**config.mk**
```make
export PLATFORM = sky130hd
export DESIGN_NAME = lage_cfg
export DESIGN_NICKNAME = d
export VERILOG_FILES = /design/src/lage_pkg.sv /design/src/lage_cfg.sv
export SDC_FILE = /design/constraint.sdc
export NUM_CORES = 1
export LEC_CHECK = 0
export ABC_AREA = 0
export BUFFER_PORTS_ARGS = -buffer_cell sky130_fd_sc_hd__buf_2
export CORE_UTILIZATION = 48
export CTS_CLUSTER_SIZE = 10
export DETAILED_ROUTE_END_ITERATION = 10
export GPL_TIMING_DRIVEN = 1
export PLACE_DENSITY_LB_ADDON = 0.08
export SLEW_MARGIN = 10
export SYNTH_ARGS = -nofsm -noshare
export SYNTH_HDL_FRONTEND = slang
export SYNTH_SLANG_ARGS = --single-unit
```
**constraint.sdc**
```tcl
create_clock -name aclk -period 1.1 [get_ports aclk]
set_input_delay 0.165 -clock aclk [delete_from_list [all_inputs] [get_ports aclk]]
set_output_delay 0.165 -clock aclk [all_outputs]
set_load 0.01 [all_outputs]
```
**src/lage_pkg.sv**
```systemverilog
`timescale 1ns / 1ps

package lage_pkg;

    // Request codes carried by an input item
    typedef enum logic [1:0] {
        REQ_WRITE   = 2'd0,
        REQ_READ    = 2'd1,
        REQ_ADVANCE = 2'd2
    } req_type_e_t;

    // Configuration register indexes
    typedef enum logic [2:0] {
        CFG_ROWS_IN_USE    = 3'd0,
        CFG_COLS_IN_USE    = 3'd1,
        CFG_ALIVE_VALUE    = 3'd2,
        CFG_UNDERPOP_LIMIT = 3'd3,
        CFG_OVERPOP_LIMIT  = 3'd4,
        CFG_BIRTH_COUNT    = 3'd5
    } cfg_index_e_t;

    localparam logic [6:0] ROWS_RESET     = 7'd64;
    localparam logic [6:0] COLS_RESET     = 7'd64;
    localparam logic [7:0] ALIVE_RESET    = 8'd255;
    localparam logic [3:0] UNDERPOP_RESET = 4'd2;
    localparam logic [3:0] OVERPOP_RESET  = 4'd3;
    localparam logic [3:0] BIRTH_RESET    = 4'd3;

    // Live configuration seen by the engine
    typedef struct packed {
        logic [6:0] rows_in_use;
        logic [6:0] cols_in_use;
        logic [7:0] alive_value;
        logic [3:0] underpop_limit;
        logic [3:0] overpop_limit;
        logic [3:0] birth_count;
    } cfg_t;

    // Tag of one sweep step, issued alongside the board read
    typedef struct packed {
        logic valid;
        logic col_real;
        logic row_ge1;
        logic row_ge2;
        logic cell_region;
        logic ctr_valid;
        logic ctr_region;
    } step_t;

    // Window status handed to the sequencer and the rule unit
    typedef struct packed {
        logic       busy;
        logic       ctr_valid;
        logic       ctr_region;
        logic       alive;
        logic [7:0] nbr;
    } win_t;

endpackage

```
**src/lage_cfg.sv**
```systemverilog
`timescale 1ns / 1ps

module lage_cfg
    import lage_pkg::*;
(
    input  logic       aclk,
    input  logic       aresetn,
    input  logic       cfg_wr_en,
    input  logic [2:0] cfg_index,
    input  logic [7:0] cfg_wr_data,
    output cfg_t       cfg
);

    cfg_t cfg_reg;
    cfg_t cfg_next;

    // Decode the register index and update the addressed field
    always_comb begin
        cfg_next = cfg_reg;
        if (cfg_wr_en) begin
            case (cfg_index)
                CFG_ROWS_IN_USE:    cfg_next.rows_in_use    = cfg_wr_data[6:0];
                CFG_COLS_IN_USE:    cfg_next.cols_in_use    = cfg_wr_data[6:0];
                CFG_ALIVE_VALUE:    cfg_next.alive_value    = cfg_wr_data;
                CFG_UNDERPOP_LIMIT: cfg_next.underpop_limit = cfg_wr_data[3:0];
                CFG_OVERPOP_LIMIT:  cfg_next.overpop_limit  = cfg_wr_data[3:0];
                CFG_BIRTH_COUNT:    cfg_next.birth_count    = cfg_wr_data[3:0];
                default:            cfg_next = cfg_reg;
            endcase
        end
    end

    always_ff @(posedge aclk) begin
        if (!aresetn) begin
            cfg_reg.rows_in_use    <= ROWS_RESET;
            cfg_reg.cols_in_use    <= COLS_RESET;
            cfg_reg.alive_value    <= ALIVE_RESET;
            cfg_reg.underpop_limit <= UNDERPOP_RESET;
            cfg_reg.overpop_limit  <= OVERPOP_RESET;
            cfg_reg.birth_count    <= BIRTH_RESET;
        end else begin
            cfg_reg <= cfg_next;
        end
    end

    assign cfg = cfg_reg;

endmodule

```
[Word-level counts from Yosys, hierarchy flattened]
Cells that the tools add are included.
Storage, ports and cells
  input bits: 14
  logic and storage cells: 18
  bits in registers: 34
  output and inout bits: 34
Operators by class
  eq/ne operators: 5
  reduce and logical (&&, ||, !) cells: 7
Operators with widths (number)
  $reduce_and 2->1: 6
  $eq 3x2->1 const B: 2
  $eq 3x3->1 const B: 2
  $eq 3x1->1 const B: 1
  $logic_not 3->1: 1

[Longest topological paths before layout]
  depth after elaboration: 2
  depth in mapped cells: 4
  gate-level depth less buffers: 2

[Worst setup path after synthesis]
OpenSTA, ideal clock, no wires.
  path type: input to register
  from: input port cfg_index[1]
  to: register cfg_reg, in the netlist cfg[29]
  arrival: 0.767 ns
  stages: 3
  path buffers: 1
  slack: 0.261 ns
  cells stage by stage: nor4b_2 > buf_4 > mux2i_1
On the way
  word-level cells in the longest chain between the ends: 2
RTL lines
  start: declaration: line lage_cfg.sv:9  | input logic [2:0] cfg_index,
  $logic_not 3->1: line lage_cfg.sv:21  | case (cfg_index)
  $reduce_and 2->1 (no line)
  end signal: assignment: line lage_cfg.sv:42  | cfg_reg <= cfg_next;
  end: declaration: line lage_cfg.sv:14  | cfg_t cfg_reg;
No other way between the ends.
A chain may end at the register's enable or synchronous reset.

[Final worst setup path]
  from: register cfg_reg, in the netlist cfg[17]
  to: output port cfg[17] in the netlist's numbering
RTL lines
  end: declaration: line lage_cfg.sv:11  | output cfg_t cfg
No word-level cell between the ends.

==> run metrics <==
drt drc=0; Hold Buf Count CTS=0; io pins=48; Die X=55.70 um; Worst Setup End Kind=output port; Syn-to-layout area delta=25.86%; Initial DRC Count=44; ys async rst share=0%; Pleak=approximately 0.8 nW; max_cap viols=0; GRT Util Overall=approximately 20%; Core ar.=around 2700 sq um; WP data required=940 ps; routability cong.=~0.73; Post-CTS Repair Setup Buffers=0; Clock Path Buffers=2; final hold viol count=0; status=finished clean; Reg clk slew, reported paths=100 ps; max reg flops=34; routed vias=roughly 1.1k; Largest delay share family, worst path=flip-flops; via density per instance=roughly 5.1; initial antenna violation count=0; Commonest cells post-synth=dfxtp_1, mux2i_1, nand2_1, nor2b_1, buf_2; yosys warns=0; # resized after CTS=0; Post-synth EDFFs=0; #FFs+latches synth=34; CP Class=reg2out; RSZ-0062 raised after global routing=false; min Tclk post-route=between 900 and 1000 ps; Clock Root Buffer=clkbuf_4; f_max=a little over 1000 MHz; Wirelength per Cell=approximately 13 um; Crit-path slowest cell=dfxtp_1; PortBufs=47; slowest stage delay, CP=360 ps; post-synth top area share=between 40% and 50%; Cell Area, Synth=approximately 1400 sq um; Unique masters post-synth=14; Hold Crit Class=in2reg; Num CTS Buffers=5; post-route setup TNS=0 ps; Avg Cell Area, Syn=between 10 and 15 sq um; Sink Count=34; H-tree depth=2; final WL=~2800 um; Slew Limit Fails=0; die footprint=~3100 sq um; Final period util=89.89%; Bufs and invs on worst path=1; CP cell instances=buf_2; ys flop type=dfxtp_1; Critical Path AT=820 ps; ANT nets after route=0; Final Skew=0 ps; first-pass GRT wire length=between 4000 and 5000 um; CTS tree=yes; largest net degree at the start of global routing=15; Synth area leaders=dfxtp_1, mux2i_1, nor2b_1, nand2_1, buf_2; Final #Nets=199; Max FO, Critical Path=2; register area share after synthesis=between 40% and 50%; Inserted Diodes=0; global route overflow=0; dpl cells=between 200 and 250; Pwr Density=around 1200 nW/um^2; syn nets=between 100 and 150; Rel. slew slack=about 76%; hpwl dp=2114 um; layout cells sized above 1=about 35%; Final setup viols=0; die span in y=55.70 um; Layout Cells excl Fill=between 200 and 250; Peak VDD IR=0.001026 V; Syn Inst Count=around 130; Yosys top cell by area=dfxtp_1; Starting Density=50.62%; CP Launch Type=flip-flop; DR pass1 iterations=4; slew of the pin with the lowest slew margin=roughly 350 ps; FP Rows=19; vias in the first global route=approximately 1.1k; Clk Latency, worst-skew pair=~320 ps
-- power by group --
group	internal [mW]	switching, mW	total [mW]
Combinational	0.106	0.111	0.217
Clock	0.230	0.405	0.635
Sequential	1.26	0.0133	1.27
-- final timing paths --
check            startpoint      end  slack (ps)  cells past startpoint
min reg2reg         cfg[21]  cfg[21]         460                      2
max                 cfg[17]  cfg[17]         110                      1
min          cfg_wr_data[7]  cfg[19]         100                      3
max reg2reg          cfg[1]   cfg[1]         470                      2
-- kinds of logic after synthesis --
logic type    share of synthesized area (%)
simple gates                          22.15
mux                                   24.59
flops                                 49.19
buf+inv                               4.068
-- metrics by stage --
step           setup WS, ps  power (mW)  util [%]  hold WS, ps  instance area (sq um)
3_5_place_dp          51.06       1.518     61.97        443.2                   1694
4_1_cts               89.37       2.154     63.71        83.93                   1742
3_3_place_gp          80.12       1.512     61.97        425.3                   1694
5_1_grt               48.15       2.221     63.71        92.24                   1742
2_1_floorplan         261.4       1.419         -        326.5                   1384
6_report              111.2       2.123     63.71        96.39                   1742
-- cells in the final DEF, fill, tap and decap left out --
cell type / n
and4b_1: 1
dfxtp_1: 34
clkinv_2: 2
buf_4: 7
nor4b_2: 1
nand4b_1: 1
buf_2: 47
and4bb_1: 1
nor2b_1: 23
clkbuf_4: 5
mux2i_1: 34
nand4bb_1: 2
buf_12: 2
nand2_1: 25
-- area by class of cell --
class                      instances  area, sq um
fill                             238        992.2
timing repair buffer              56        327.8
clock inverter                     2        10.01
tap                               31        38.79
clock buffer                       5        37.54
sequential                        34        680.7
multi-input combinational         88        646.9
-- per-layer routing --
| layer | GRT usage [%] | share of wire, % | up-vias |
|---|---|---|---|
| met5 | 0 | 0 | - |
| met4 | 10.00 | 1.9 | 0 |
| met3 | 8.140 | 6.6 | 4 |
| met2 | 32.36 | 46 | 41 |
| met1 | 23.96 | 45 | 520 |
| li1 | - | - | 544 |
(Power assumes the default switching activity.)
