## src/lage_pkg.sv

```systemverilog
`timescale 1ns / 1ps

package lage_pkg;

    // Request codes carried by an input item
    typedef enum logic [1:0] {
        REQ_WRITE   = 2'd0,
        REQ_READ    = 2'd1,
        REQ_ADVANCE = 2'd2
    } req_type_e_t;

    // Configuration register indexes
    typedef enum logic [2:0] {
        CFG_ROWS_IN_USE    = 3'd0,
        CFG_COLS_IN_USE    = 3'd1,
        CFG_ALIVE_VALUE    = 3'd2,
        CFG_UNDERPOP_LIMIT = 3'd3,
        CFG_OVERPOP_LIMIT  = 3'd4,
        CFG_BIRTH_COUNT    = 3'd5
    } cfg_index_e_t;

    localparam logic [6:0] ROWS_RESET     = 7'd64;
    localparam logic [6:0] COLS_RESET     = 7'd64;
    localparam logic [7:0] ALIVE_RESET    = 8'd255;
    localparam logic [3:0] UNDERPOP_RESET = 4'd2;
    localparam logic [3:0] OVERPOP_RESET  = 4'd3;
    localparam logic [3:0] BIRTH_RESET    = 4'd3;

    // Live configuration seen by the engine
    typedef struct packed {
        logic [6:0] rows_in_use;
        logic [6:0] cols_in_use;
        logic [7:0] alive_value;
        logic [3:0] underpop_limit;
        logic [3:0] overpop_limit;
        logic [3:0] birth_count;
    } cfg_t;

    // Tag of one sweep step, issued alongside the board read
    typedef struct packed {
        logic valid;
        logic col_real;
        logic row_ge1;
        logic row_ge2;
        logic cell_region;
        logic ctr_valid;
        logic ctr_region;
    } step_t;

    // Window status handed to the sequencer and the rule unit
    typedef struct packed {
        logic       busy;
        logic       ctr_valid;
        logic       ctr_region;
        logic       alive;
        logic [7:0] nbr;
    } win_t;

endpackage

```

## src/lage_window.sv

```systemverilog
`timescale 1ns / 1ps

module lage_window
    import lage_pkg::*;
#(
    parameter int MAX_COLS  = 64,
    parameter int CELL_BITS = 8
) (
    input  logic                        aclk,
    input  logic                        aresetn,
    input  step_t                       step,
    input  logic [$clog2(MAX_COLS)-1:0] step_col,
    input  logic [CELL_BITS-1:0]        cell_rdata,
    input  logic [CELL_BITS-1:0]        live_cell,
    output win_t                        win,
    output logic [CELL_BITS-1:0]        ctr_value
);

    localparam int CIW = $clog2(MAX_COLS);

    // Line buffers: previous row keeps value and alive bit, the row before keeps alive only
    logic [CELL_BITS:0]   lb1_mem [MAX_COLS];
    logic                 lb2_mem [MAX_COLS];
    logic [CELL_BITS:0]   lb1_rd_reg;
    logic                 lb2_rd_reg;

    step_t                s1_reg;
    logic [CIW-1:0]       s1_col_reg;

    // Window columns: [2] upper row, [1] centre row, [0] lower row
    logic [2:0]           w0_reg;
    logic [2:0]           w1_reg;
    logic [2:0]           w2_reg;
    logic [CELL_BITS-1:0] v1_reg;
    logic [CELL_BITS-1:0] v2_reg;

    logic                 s2_valid_reg;
    logic                 s2_ctr_valid_reg;
    logic                 s2_ctr_region_reg;

    logic                 a_new;
    logic [2:0]           col_in;

    // Read the line buffers alongside the board read
    always_ff @(posedge aclk) begin
        if (step.valid && step.col_real) begin
            lb1_rd_reg <= lb1_mem[step_col];
            lb2_rd_reg <= lb2_mem[step_col];
        end
    end

    // Form the incoming column; rows above the board read as dead
    always_comb begin
        a_new     = s1_reg.cell_region && (cell_rdata == live_cell);
        col_in[0] = s1_reg.col_real && a_new;
        col_in[1] = s1_reg.col_real && s1_reg.row_ge1 && lb1_rd_reg[0];
        col_in[2] = s1_reg.col_real && s1_reg.row_ge2 && lb2_rd_reg;
    end

    // Push the current row down the line buffers
    always_ff @(posedge aclk) begin
        if (s1_reg.valid && s1_reg.col_real) begin
            lb1_mem[s1_col_reg] <= {cell_rdata, a_new};
            lb2_mem[s1_col_reg] <= lb1_rd_reg[0];
        end
    end

    // Shift the window one column along
    always_ff @(posedge aclk) begin
        s1_col_reg <= step_col;
        if (s1_reg.valid) begin
            w0_reg <= w1_reg;
            w1_reg <= w2_reg;
            w2_reg <= col_in;
            v1_reg <= v2_reg;
            v2_reg <= lb1_rd_reg[CELL_BITS:1];
        end
    end

    // Control pipeline
    always_ff @(posedge aclk) begin
        if (!aresetn) begin
            s1_reg            <= '0;
            s2_valid_reg      <= 1'b0;
            s2_ctr_valid_reg  <= 1'b0;
            s2_ctr_region_reg <= 1'b0;
        end else begin
            s1_reg            <= step;
            s2_valid_reg      <= s1_reg.valid;
            s2_ctr_valid_reg  <= s1_reg.valid && s1_reg.ctr_valid;
            s2_ctr_region_reg <= s1_reg.valid && s1_reg.ctr_region;
        end
    end

    always_comb begin
        win.busy       = s1_reg.valid || s2_valid_reg;
        win.ctr_valid  = s2_ctr_valid_reg;
        win.ctr_region = s2_ctr_region_reg;
        win.alive      = w1_reg[1];
        win.nbr        = {w0_reg, w2_reg, w1_reg[2], w1_reg[0]};
    end

    assign ctr_value = v1_reg;

endmodule

```

## config.mk

```make
export PLATFORM = sky130hd
export DESIGN_NAME = lage_window
export DESIGN_NICKNAME = d
export VERILOG_FILES = /design/src/lage_pkg.sv /design/src/lage_window.sv
export SDC_FILE = /design/constraint.sdc
export NUM_CORES = 1
export LEC_CHECK = 0
export BUFFER_PORTS_ARGS = -buffer_cell sky130_fd_sc_hd__buf_2
export CORE_MARGIN = 2
export CORE_UTILIZATION = 55
export CTS_BUF_LIST = sky130_fd_sc_hd__clkbuf_8
export CTS_CLUSTER_DIAMETER = 120
export DETAILED_ROUTE_END_ITERATION = 10
export PLACE_DENSITY = 0.71
export SYNTH_ARGS = -nofsm -noshare
export SYNTH_HDL_FRONTEND = slang
export SYNTH_SLANG_ARGS = --single-unit
```

## constraint.sdc

```tcl
create_clock -name aclk -period 5.2 [get_ports aclk]
set_clock_uncertainty 0.2 [all_clocks]
set_input_delay 0.52 -clock aclk [delete_from_list [all_inputs] [get_ports aclk]]
set_output_delay 0.52 -clock aclk [all_outputs]
set_load 0.1 [all_outputs]
```

# Yosys cells after proc, flatten, opt, wreduce, memory -nomap -nowiden
# Memories as Yosys holds them, arrays and structs flattened. A register that Yosys moved wholly into a read port is not among the register bits.
# Index checks and enable logic that the tools add are counted.
op_classes:
  reduce_logical: 11
  n_mux: 2
  eq_ne: 1
op_table:
  columns: ["cell", "count"]
  rows:
  - ["$logic_and A1 B1 Y1", 10]
  - ["$eq A8 B8 Y1", 1]
  - ["$mux W1", 2]
  - ["$logic_or A1 B1 Y1", 1]
totals:
  memories: 2
  word_cells: 32
  ramBits: 640
  input_bits: 31
  ff_bits: 41
  out_inout_bits: 20
memory_table:
  columns: ["name", "words", "word_bits", "rd", "rd_ports_with_merged_regs", "write_ports", "line_no", "text"]
  rows:
  - ["lb1_mem", 64, 9, 1, 1, 1, "lage_window.sv:22", "logic [CELL_BITS:0] lb1_mem [MAX_COLS];"]
  - ["lb2_mem", 64, 1, 1, 1, 1, "lage_window.sv:23", "logic lb2_mem [MAX_COLS];"]

# Longest topological paths before layout
depth:
  ltp_word: 3
  depth_mapped: 9
  ltp_nobuf: 5

# Least setup slack after synthesis
# OpenSTA, ideal clock, no wires.
synth_timing:
  kind: "reg2reg"
  start: "reg s1_reg[6] (netlist name)"
  end: "mem lb1_mem[63][0] (netlist name), enable pin"
  required_time_ps: 4624
  path_buffers: 0
  arrival_ps: 1933
  path_stages_with_launch: 4
  path_slack_ps: 2691
  path_cell_list: "dfxtp_1 -> and3_1 -> nand3_1 -> nor2_1"
synth_between:
  elab_chain_cells: 3
synth_rtl:
  columns: ["item", "line_no", "text"]
  rows:
  - ["start, declared", "lage_window.sv:27", "step_t s1_reg;"]
  - ["start signal, assigned", "lage_window.sv:88", "s1_reg <= step;"]
  - ["$logic_and A1 B1 Y1", "lage_window.sv:62", "if (s1_reg.valid && s1_reg.col_real) begin"]
  - ["$mux W1", "lage_window.sv:62", null]
  - ["$mux W1 (not written as such)", "lage_window.sv:63", "lb1_mem[s1_col_reg] <= {cell_rdata, a_new};"]
  - ["end, declared", "lage_window.sv:22", null]
# No other way between the ends.

# Worst setup path in the final report
layout_timing:
  start: "reg s1_reg[6] (netlist name)"
  end: "mem lb1_mem[25][3] (netlist name), enable pin"
# The elaborated chain is that of the path after synthesis.

==> results.sh <==
export IMPL_synth_seq_cells=691
export IMPL_clkTransAtPathRegs_ns=0.06
export IMPL_clockBufferDepth=3
export IMPL_cts_made_buffers=102
export IMPL_yosysUniqueCellTypes=42
export IMPL_hpwl_mm=35.3
export IMPL_ant_nets=0
export IMPL_grt_util_met3_pct=5.24
export IMPL_synth_ff_type="edfxtp_1"
export IMPL_worstMarginPinSlew_ns=1.45
export IMPL_worstPathRequired_ns=5.27
export IMPL_clk_insertion_delay_late_ns=0.68
export IMPL_hold_path_class="in -> reg"
export IMPL_clkSinkCount=691
export IMPL_path_cells="buf_4, nand2_1, nor2_1, nand2_1, nor2_1"
export IMPL_drv_cap=0
export IMPL_dieArea_um2=49800
export IMPL_grt_met1_usage_pct=36.7
export IMPL_synth_seq_area_share_pct=78.0
export IMPL_root_buffer="clkbuf_8"
export IMPL_netlist_area_um2=26400
export IMPL_syn_area_per_cell_um2=21.6
export IMPL_p_leak_nw=9.56
export IMPL_initial_core_util_pct=55.5
export IMPL_vdd_ir_drop_worst_v=0.000169
export IMPL_io_pins=51
export IMPL_power_density_nw_per_um2=363
export IMPL_holdWs_ns=0.101
export IMPL_firstDrtPassIters=7
export IMPL_largest_reg_flops=576
export IMPL_fillers=3210
export IMPL_die_w_um=223
export IMPL_vias=13007
export IMPL_gr_usage_all_layers_pct=24.6
export IMPL_path_class="reg -> reg"
export IMPL_period_share_pct=61.3
export IMPL_layout_commonest_cell="edfxtp_1"
export IMPL_r2r_cells=5
export IMPL_worstSetupStartpointType="register"
export IMPL_grt_use_met2_pct=36.7
export IMPL_grt_pass1_wl_mm=87.5
export IMPL_area_delta_synth_final_pct=11.1
export IMPL_cts_tree="done"
export IMPL_gr_total_overflow=0
export IMPL_critPathCaptureType="register"
export IMPL_async_reset_ff_share_pct=0
export IMPL_synth_edff_count=675
export IMPL_rsz0062_at_grt="false"
export IMPL_worstHoldPathCells=1
export IMPL_cts_setup_buffers=0
export IMPL_layout_min_cycle_time_ns=3.19
export IMPL_post_route_drc_count=0
export IMPL_slew_viol_final=0
export IMPL_nets=1392
export IMPL_viasPerCell=6.36
export IMPL_cpMaxStageDelayCell="nor2_1"
export IMPL_slowest_delay_ns=1.22
export IMPL_cp_arrival_ns=3.26
export IMPL_wl_per_cell_um=29.1
export IMPL_grt_pass1_vias=12946
export IMPL_placed_area_um2=27400
export IMPL_synthCells=1222
export IMPL_final_area_um2=29300
export IMPL_rows=80
export IMPL_place_gp_congestion=0.825
export IMPL_final_cell_mix="675 x edfxtp_1, 154 x mux4_2, 105 x clkbuf_8"
export IMPL_ctsHoldBuffers=16
export IMPL_port_buffers=50
export IMPL_drt_wl_total_mm=59.5
export IMPL_htree_num_levels=3
export IMPL_die_y_um=223
export IMPL_tns_ns=0
export IMPL_drive_gt1_share_pct=26.9
export IMPL_ys_warnings_count=0
export IMPL_drtIter0Drc=1562
export IMPL_slew_headroom_pct=3.02
export IMPL_outcome="finished, final reports clean"
export IMPL_grt_max_degree=66
export IMPL_grt_antenna_before_repair=1
export IMPL_path_max_fanout=31
export IMPL_fmax_ghz=0.314
export IMPL_grt_busiest_layer="met2"
export IMPL_syn_nets=1253
export IMPL_setup_viol=0
export IMPL_hold_viol=0
export IMPL_ctsResizeCount=0
export IMPL_coreArea_um2=47500
## worst max-delay path, delay by kind of cell, from the launching register on
kind / cells / cell delay (ns)
buffers and inverters: 1 / 0.33
DFF: 1 / 0.31
and+or+nand+nor: 4 / 1.94
## metal layers
layer	up-vias	share of wire (%)
met2	706	46
met5	-	0
met4	0	2.7
li1	5369	-
met3	110	9.6
met1	6822	41
## kinds of logic after synthesis
| kind of cell | after synthesis | synth area share [%] |
|---|---|---|
| buffers and inverters | 66 | 1.51 |
| muxes | 199 | 14.9 |
| AOI/OAI and AO/OA | 95 | 2.49 |
| DFF | 691 | 78.0 |
| xor gates and xnor gates | 8 | 0.265 |
| and+or+nand+nor | 163 | 2.86 |
## report_power, final
| group | total [mW] | internal (mW) | leakage, nW | switching, mW |
|---|---|---|---|---|
| registers | 6.14 | 6.13 | 6.39 | 0.0122 |
| logic | 0.536 | 0.188 | 2.13 | 0.348 |
| clock network | 3.98 | 2.00 | 1.04 | 1.97 |
| total | 10.6 | 8.32 | 9.56 | 2.33 |
## path summary, 6_finish.rpt
kind               start              to  slack [ns]
max            s1_reg[6]  lb1_mem[25][3]        2.01
min          step_col[5]   s1_col_reg[5]        0.10
max reg2reg    s1_reg[6]  lb1_mem[25][3]        2.01
min reg2reg    v2_reg[6]    ctr_value[6]        0.22
## final cells by class
type	instances	area, µm²	share of cell area (%)
sequential	691	20600	70.2
multi-input combinational	465	5420	18.5
clock buffer	105	1450	4.93
tap	615	769	2.62
timing repair buffer	100	734	2.50
clock inverter	67	362	1.23
inverter	1	3.75	0.0128
antenna	1	2.50	0.00853
## per-stage QoR
stage	instances	util (%)	setup slack (ns)	power, mW
after floorplan	1222	-	2.69	6.57
after global placement	1854	57.5	1.29	6.77
after detailed placement	1856	57.5	1.64	6.78
after CTS	2044	61.7	2.05	10.7
after global routing	2044	61.7	1.96	11.0
final	2045	61.7	2.01	10.6
## cells in the mapped netlist, drive strengths merged, types with 9 or more instances
| cell | count | area share [%] |
|---|---|---|
| buf | 43 | 1.2 |
| and2 | 10 | 0.24 |
| dfxtp | 16 | 1.2 |
| mux4 | 154 | 13 |
| nor2b | 11 | 0.26 |
| clkbuf | 22 | 0.31 |
| o21ai | 21 | 0.40 |
| nand2 | 17 | 0.24 |
| mux2i | 31 | 1.2 |
| mux2 | 14 | 0.60 |
| nor3 | 9 | 0.17 |
| nor2 | 86 | 1.2 |
| edfxtp | 675 | 77 |
| o22ai | 18 | 0.43 |
| a211oi | 18 | 0.51 |
(Power assumes the default switching activity.)
