File: src/lage_rule.sv
`timescale 1ns / 1ps

module lage_rule #(
    parameter int CELL_BITS = 8
) (
    input  logic [7:0]           nbr,
    input  logic                 alive,
    input  logic [CELL_BITS-1:0] value,
    input  logic [CELL_BITS-1:0] live_cell,
    input  logic [3:0]           underpop_limit,
    input  logic [3:0]           overpop_limit,
    input  logic [3:0]           birth_count,
    output logic [CELL_BITS-1:0] next_value
);

    logic [3:0] n;

    // Count live neighbours
    always_comb begin
        n = 4'd0;
        for (int i = 0; i < 8; i++) begin
            n = n + 4'(nbr[i]);
        end
    end

    // Apply the rules in priority order; anything else fades
    always_comb begin
        if (alive && (n < underpop_limit)) begin
            next_value = live_cell >> 1;
        end else if (alive && (n > overpop_limit)) begin
            next_value = live_cell >> 1;
        end else if (!alive && (n == birth_count)) begin
            next_value = live_cell;
        end else if (alive && (n >= underpop_limit) && (n <= birth_count)) begin
            next_value = live_cell;
        end else begin
            next_value = value >> 1;
        end
    end

endmodule

File: config.mk
export PLATFORM = sky130hd
export DESIGN_NAME = lage_rule
export DESIGN_NICKNAME = d
export VERILOG_FILES = /design/src/lage_rule.sv
export SDC_FILE = /design/constraint.sdc
export NUM_CORES = 1
export LEC_CHECK = 0
export BUFFER_PORTS_ARGS = -buffer_cell sky130_fd_sc_hd__clkbuf_2
export CORE_AREA = 2 2 49 51
export DETAILED_ROUTE_END_ITERATION = 16
export DIE_AREA = 0 0 51 53
export PLACE_DENSITY = 0.79
export SLEW_MARGIN = 40
export SYNTH_ARGS = -nofsm -noshare
export SYNTH_HDL_FRONTEND = slang
export SYNTH_SLANG_ARGS = --single-unit
File: constraint.sdc
create_clock -name vclk -period 6.48
set_input_delay 0 -clock vclk [all_inputs]
set_output_delay 0 -clock vclk [all_outputs]
set_load 0.01 [all_outputs]
# == Word level (Yosys, flattened, before mapping) ==
# Cells that the tools add are included.
# word_totals
register_bits,0
latch_bits,0
mem_bits_rw,0
romBits,0
in_bits,37
out_inout_bits,8
word_cells,22
n_memories,0
# classes
add_sub_neg,7
mul,0
n_div,0
order_cmp,4
eq_ne,1
n_shift,0
mux,4
bitwise,0
reduce_logical,6
# op_table
cell,n
$mux W8,4
$add A4 B1 Y4,4
$logic_and A1 B1 Y1,5
$add A3 B1 Y4,1
$eq A4 B4 Y1,1
$ge A4 B4 Y1,1
$gt A4 B4 Y1,1
$le A4 B4 Y1,1
$lt A4 B4 Y1,1
$add A2 B1 Y3,1
$add A1 B1 Y2,1
$logic_not A1 Y1,1

# == Logic depth before layout (Yosys ltp) ==
# Gate-level depths: netlist of the first run.
# depth
word_depth,14
ltp_mapped,14
ltp_nobuf,14

# == Least setup slack after synthesis of the first run ==
# No wires, ideal clock.
# synth_timing
kind,input to output
startpoint,input port nbr[0]
endpoint,output port next_value[0]
arrival_time_ps,3424
t_required_ps,6480
slack_ps,3056
cell_stages,14
n_path_buf,1
path_cell_list,inv_1 fa_1 fa_1 fa_1 inv_1 ha_1 fa_1 ha_1 nor2b_1 o211ai_2 a21bo_1 buf_6 nand3_1 a22oi_2
# synth_between
elab_chain_len,14
elab_cells_between_ends,21
classes_between,add/sub: 7; order compare: 4; eq/ne: 1; mux: 4; reduce/logical: 5
# synth_lines
element,line_no,text
"start, declared",6,"input logic [7:0] nbr,"
$add A1 B1 Y2 (*),22,n = n + 4'(nbr[i]);
$add A2 B1 Y3 (*),22,
$add A3 B1 Y4 (*),22,
$add A4 B1 Y4 (*) (4 in series),22,
$ge A4 B4 Y1,34,end else if (alive && (n >= underpop_limit) && (n <= birth_count)) begin
$logic_and A1 B1 Y1 (2 in series),34,
$mux W8,34,
$mux W8,32,end else if (!alive && (n == birth_count)) begin
$mux W8,30,end else if (alive && (n > overpop_limit)) begin
$mux W8 (*),28,if (alive && (n < underpop_limit)) begin
"end, declared",13,output logic [CELL_BITS-1:0] next_value
# Mark *: on every way between the ends. The rest lies on a longest branch, timed or not.

# == Final worst setup path of the first run ==
# layout_timing
startpoint,input port nbr[0]
endpoint,output port next_value[2]
# Same word-level chain as after synthesis.

==> run_results.csv, run 1 <==
group,metric,value,unit
power_and_ir_drop,irDropWorstVdd,0.102,mV
sta,finalSetupTns,0,ns
grt,overflow,0,
sta,final-setup-viol-count,0,
grt,grt_antenna_before_repair,0,
outcome,outcome,"complete, no violations",
setup_path,cp_data_arrival_time,3.85,ns
drt,drc,0,
synth,ys_seq_area_share,0,%
finish,fillers,230,
finish,final_area,0.00106,sq mm
sta,rsz0062_at_grt,"false",
setup_path,setup.worst_path.class,"in -> out",
worst_hold_path,whs_path_depth,4,
power_and_ir_drop,swShare,56.9,%
setup_path,crit_family,"adder cells",
finish,syn_to_final_growth,28.0,%
synth,synth.top_cells.by_count,"inv_1 (29), ha_1 (15), a21oi_1 (11), nand2_1 (8), nand3_1 (8)",
setup_path,cp.required,6.48,ns
synth,yosysWarnings,0,
drt,wl_per_cell,11.3,um
setup_path,max_stage_delay,0.54,ns
drt,avgViaCountPerCell,4.98,
power_and_ir_drop,intPower,107,uW
synth,ys_types,25,
sta,max_freq,0.260,GHz
drt,drt-initial-drc-count,3,
finish,seq_area,0,sq um
power_and_ir_drop,p_total,249,uW
flow_run,maxCapViolCount,0,
floorplanning,die_area,0.00270,sq mm
placed_design,gp_congestion,0.730,
finish,num_antenna_cells,0,
setup_path,worst_setup_path_end_kind,"output port",
power_and_ir_drop,p_sw,142,uW
placed_design,numPortBuffers,44,
grt,grt_pass1_wl,3490,um
placed_design,hpwl,1870,um
finish,nClkBuffers,0,
grt,track_usage,16.0,%
finish,final_nets,209,
synth,synth.most_common_cell,"inv_1",
floorplanning,core,0.00215,sq mm
floorplanning,io_pins,45,
floorplanning,initial_core_util,38.7,%
synth,avgSynthCellArea,7.62,sq um
floorplanning,rows,17,
setup_path,worst-path-stages,15,
power_and_ir_drop,pwr_density_cell,234,mW/mm^2
synth,yosys.area.top_type,"ha_1",
synth,syn_nets,165,
grt,grt_max_degree,11,
finish,fin_util,49.5,%
power_and_ir_drop,p_comb_share,100.0,%
synth,netlist_area,831,sq um
power_and_ir_drop,seqPwrFrac,0,%
setup_path,crit_chain,"clkbuf_2 -> inv_1 -> fa_1 -> fa_1 -> fa_1 -> inv_1 -> ha_1 -> fa_1 -> ha_1 -> nor2b_1 -> o211ai_2 -> a21bo_1 -> nand3_1 -> a22oi_2 -> clkbuf_2",
grt,grt_pass1_vias,898,
placed_design,post_dp_cell_area,0.00106,sq mm
floorplanning,dieHeight,53,um
setup_path,path_common_cell,"fa_1",
synth,synth_area_leaders,"ha_1 (23%), inv_1 (13%), a22oi_2 (11%)",
sta,period_needed,3.85,ns
drt,via_count,892,
drt,antenna_left,0,
sta,worst_slew_pin_slew,0.621,ns
sta,hold_viol,0,
finish,seq_cells,0,
drt,routed_wl,2030,um
synth,synth_top_area_share,22.6,%
power_and_ir_drop,cellLeakagePower,0.000633,uW
power_and_ir_drop,pwr-share-clk,0,%
clocking,cts.repair.resized,0,
sta,period_share,59.4,%
setup_path,slowest_stage,"fa_1",
setup_path,worst_setup_path_start_kind,"input pin",
floorplanning,die_x,51,um
clocking,cts.hold.buffers_added,0,
worst_hold_path,hold_class,"in -> out",
clocking,cts_setup_buffers,0,
finish,drive_gt1_share,38.4,%
synth,synth_cells,109,
setup_path,cp_max_fo,8,
setup_path,path_buf_inv,4,
sta,maxSlewViolCount,0,
sta,slew_headroom,58.6,%
drt,dr.pass1.iters,4,
## metal layers
layer  vias up  wire length (um)  global-route usage, %
met5         -                 0                      0
met3         0               129                   1.13
met4         0                 0                  0.450
met1       401               817                   17.5
li1        458                 -                      -
met2        33              1080                   34.6
## layout by cell type, fill, tap and decap left out, types with 3 or more instances in the layout
cell type and instances:
clkbuf_2 44, nand2_1 8, fa_1 4, nor2b_1 3
nand3_1 8, a22oi_2 7, a21oi_1 11, ha_1 15
a211oi_1 7, inv_1 29
## power by group through the flow
stage / Clock (uW) / Combinational [uW] / Sequential [uW]
detailed placement: 0 / 250 / 0
global placement: 0 / 233 / 0
floorplan: 0 / 188 / 0
CTS: 0 / 251 / 0
global route: 0 / 280 / 0
finish: 0 / 249 / 0
## cell type report
class	count	area, sq um	area share [%]
Tap cell	28	35.0	3.29
Multi-Input combinational cell	77	693	65.2
Timing Repair Buffer	44	220	20.7
Inverter	30	115	10.8
## worst paths after layout
path / from / to / slack, ns
worst max-delay path: nbr[0] / next_value[2] / 2.63
worst min-delay path: live_cell[7] / next_value[7] / 0.30
## kinds of logic after synthesis
group / count (synthesis) / synth area share (%)
compound gates: 34 / 36.0
xor+xnor: 1 / 1.05
fa+ha+maj: 19 / 32.2
buf+inv: 32 / 16.6
simple gates: 23 / 14.2
## metrics by stage
step                      worst slack, ns  std cells  hold slack (ns)
after floorplan                      3.06        109            0.102
after global placement               2.68        179            0.291
after detailed placement             2.62        179            0.298
after CTS                            2.61        179            0.299
after global routing                 2.41        179            0.336
final                                2.63        179            0.299
No activity file was read; power rests on OpenSTA's default activity.
==> inputs of run 2 (changes only) <==
--- a/config.mk
+++ b/config.mk
@@ -5,11 +5,12 @@
 export SDC_FILE = /design/constraint.sdc
 export NUM_CORES = 1
 export LEC_CHECK = 0
+export ABC_AREA = 1
 export BUFFER_PORTS_ARGS = -buffer_cell sky130_fd_sc_hd__clkbuf_2
-export CORE_AREA = 2 2 49 51
+export CORE_AREA = 2 2 48 50
 export DETAILED_ROUTE_END_ITERATION = 16
-export DIE_AREA = 0 0 51 53
-export PLACE_DENSITY = 0.79
+export DIE_AREA = 0 0 50 52
+export PLACE_DENSITY = 0.8
 export SLEW_MARGIN = 40
 export SYNTH_ARGS = -nofsm -noshare
 export SYNTH_HDL_FRONTEND = slang
==> constraint.sdc (replaced) <==
create_clock -name vclk -period 3.8
set_input_delay 0 -clock vclk [all_inputs]
set_output_delay 0 -clock vclk [all_outputs]
set_load 0.01 [all_outputs]
==> run 2 against run 1 <==
Compared with the run above:
- sequential cell count unchanged
- power up 48%
- routed wire length down 25%
- synthesized cell count up 26%
- via count down 1.3%
- design area down 0.35%
- utilization up 0.82 points
- clock-buffer cell count unchanged
- area after synthesis down 4.1%
- largest cell class unchanged
- largest power group unchanged
==> run_results.csv, run 2 <==
group,metric,value,unit
finish,seq_area,0,sq um
placed_design,placed_cells,209,
finish,drive_gt1_share,32.0,%
floorplanning,die_area,0.00260,sq mm
sta,max_freq,0.284,GHz
drt,dr.pass1.iters,4,
finish,final_nets,239,
grt,grt_max_degree,10,
setup_path,cp_max_fo,8,
drt,drt-initial-drc-count,7,
worst_hold_path,hold_class,"in -> out",
power_and_ir_drop,irDropWorstVdd,0.161,mV
setup_path,worst_setup_path_start_kind,"input pin",
grt,grt_pass1_vias,704,
sta,period_share,92.6,%
finish,syn_to_final_growth,33.0,%
drt,via_count,880,
sta,slew_headroom,86.6,%
floorplanning,dieHeight,52,um
sta,hold_viol,0,
sta,rsz0062_at_grt,"false",
synth,synth_area_leaders,"ha_1 (24%), inv_1 (21%), nand2_1 (19%)",
placed_design,hpwl,1390,um
synth,synth_cells,137,
floorplanning,core,0.00211,sq mm
finish,fillers,229,
drt,drc,0,
grt,grt_pass1_wl,2590,um
setup_path,worst-path-stages,19,
grt,track_usage,12.0,%
synth,ys_types,15,
setup_path,cp_data_arrival_time,3.52,ns
setup_path,crit_chain,"clkbuf_2 -> inv_1 -> fa_1 -> fa_1 -> fa_1 -> inv_1 -> ha_1 -> fa_1 -> xor2_2 -> ha_1 -> nand2_2 -> nor2_1 -> nor2_2 -> nand3_4 -> nand2_4 -> nand2_1 -> nand3_1 -> nand2_1 -> clkbuf_2",
setup_path,path_common_cell,"fa_1",
outcome,outcome,"complete, no violations",
setup_path,setup.worst_path.class,"in -> out",
sta,worst_slew_pin_slew,0.200,ns
finish,multiInputGateArea,626,sq um
synth,syn_nets,193,
setup_path,path_buf_inv,4,
floorplanning,die_x,50,um
placed_design,numPortBuffers,44,
synth,synth_top_area_share,23.5,%
synth,avgSynthCellArea,5.82,sq um
finish,fin_util,50.3,%
synth,yosys.area.top_type,"ha_1",
setup_path,cp.required,3.80,ns
drt,antenna_left,0,
synth,synth.most_common_cell,"inv_1",
finish,num_antenna_cells,0,
sta,final-setup-viol-count,0,
synth,yosysWarnings,0,
setup_path,crit_family,"adder cells",
grt,grt_antenna_before_repair,0,
finish,stdcell_count,209,
finish,seq_cells,0,
sta,period_needed,3.52,ns
grt,overflow,0,
floorplanning,initial_core_util,37.8,%
synth,synth.top_cells.by_count,"inv_1 (44), nand2_1 (40), nand3_1 (17), ha_1 (15), fa_1 (4)",
drt,wl_per_cell,7.26,um
synth,netlist_area,797,sq um
synth,ys_seq_area_share,0,%
flow_run,maxCapViolCount,0,
setup_path,slowest_stage,"fa_1",
worst_hold_path,whs_path_depth,4,
floorplanning,io_pins,45,
power_and_ir_drop,cellLeakagePower,0.000766,uW
drt,avgViaCountPerCell,4.21,
setup_path,worst_setup_path_end_kind,"output port",
sta,maxSlewViolCount,0,
sta,finalSetupTns,0,ns
floorplanning,rows,17,
setup_path,max_stage_delay,0.55,ns
drt,routed_wl,1520,um
finish,nClkBuffers,0,
finish,mostFrequentLayoutCells,"inv_1 (44), clkbuf_2 (44), nand2_1 (40)",
placed_design,gp_congestion,0.719,
power_and_ir_drop,pwr_density_cell,348,mW/mm^2
run 2: cell types whose count changed after synthesis, sizes merged, moves of 2 or more:
cell,before,now
a22oi,7,0
a21oi,12,3
nor2,1,3
nand3,8,18
inv,30,47
nor2b,3,0
buf,2,0
nand4,2,0
a211oi,8,0
nand2,8,46
run 2: worst paths after layout:
check	start	to	slack, ns
worst min-delay path	live_cell[7]	next_value[7]	0.29
worst max-delay path	nbr[0]	next_value[2]	0.28
run 2: per-stage QoR:
step                      setup WS (ns)  cell area, sq um  power (uW)  hold WS, ns
final                             0.280              1060         369        0.292
after global routing             0.0111              1060         433        0.319
after CTS                         0.208              1050         374        0.293
after detailed placement          0.216              1050         372        0.291
after global placement            0.219              1050         363        0.294
after floorplan                   0.584               797         275       0.0989
run 2: metal layers:
| layer | wire (um) | global-route usage [%] | up-vias | part of all wire, % |
|---|---|---|---|---|
| li1 | - | - | 490 | - |
| met1 | 722 | 16.3 | 372 | 48 |
| met2 | 721 | 21.5 | 18 | 47 |
| met3 | 74 | 1.15 | 0 | 4.9 |
| met4 | 0 | 0.463 | 0 | 0 |
| met5 | 0 | 0 | - | 0 |
run 2: cells by family (layout without fill, tap and decap cells):
| kind of cell | count (synthesis) | after routing | synth area share [%] |
|---|---|---|---|
| AOI/OAI and AO/OA | 3 | 3 | 2.83 |
| xor gates and xnor gates | 1 | 1 | 1.10 |
| adders and majority gates | 19 | 19 | 33.6 |
| buffers and inverters | 47 | 91 | 22.5 |
| and+or+nand+nor | 67 | 67 | 40.0 |
run 2: tightest hold or removal path: stages:
cell and delay, ns:
clkbuf_2 0.09, nand2_1 0.06, nor2_1 0.03, clkbuf_2 0.11
run 2: layout make-up:
cell class / instances / share of cell area, %
Inverter: 47 / 16.9
Multi-Input combinational cell: 90 / 59.0
Tap cell: 28 / 3.31
Timing Repair Buffer: 44 / 20.8
run 2: power breakdown:
group          total (uW)  internal (uW)  switching, uW
clock network           0              0              0
registers               0              0              0
logic                 369            150            219
run 2: what timing repair did:
item,CTS,global route
resized for setup,0,1
buffers inserted,0,0
endpoints found under the setup margin,0,8
hold buffers,0,0
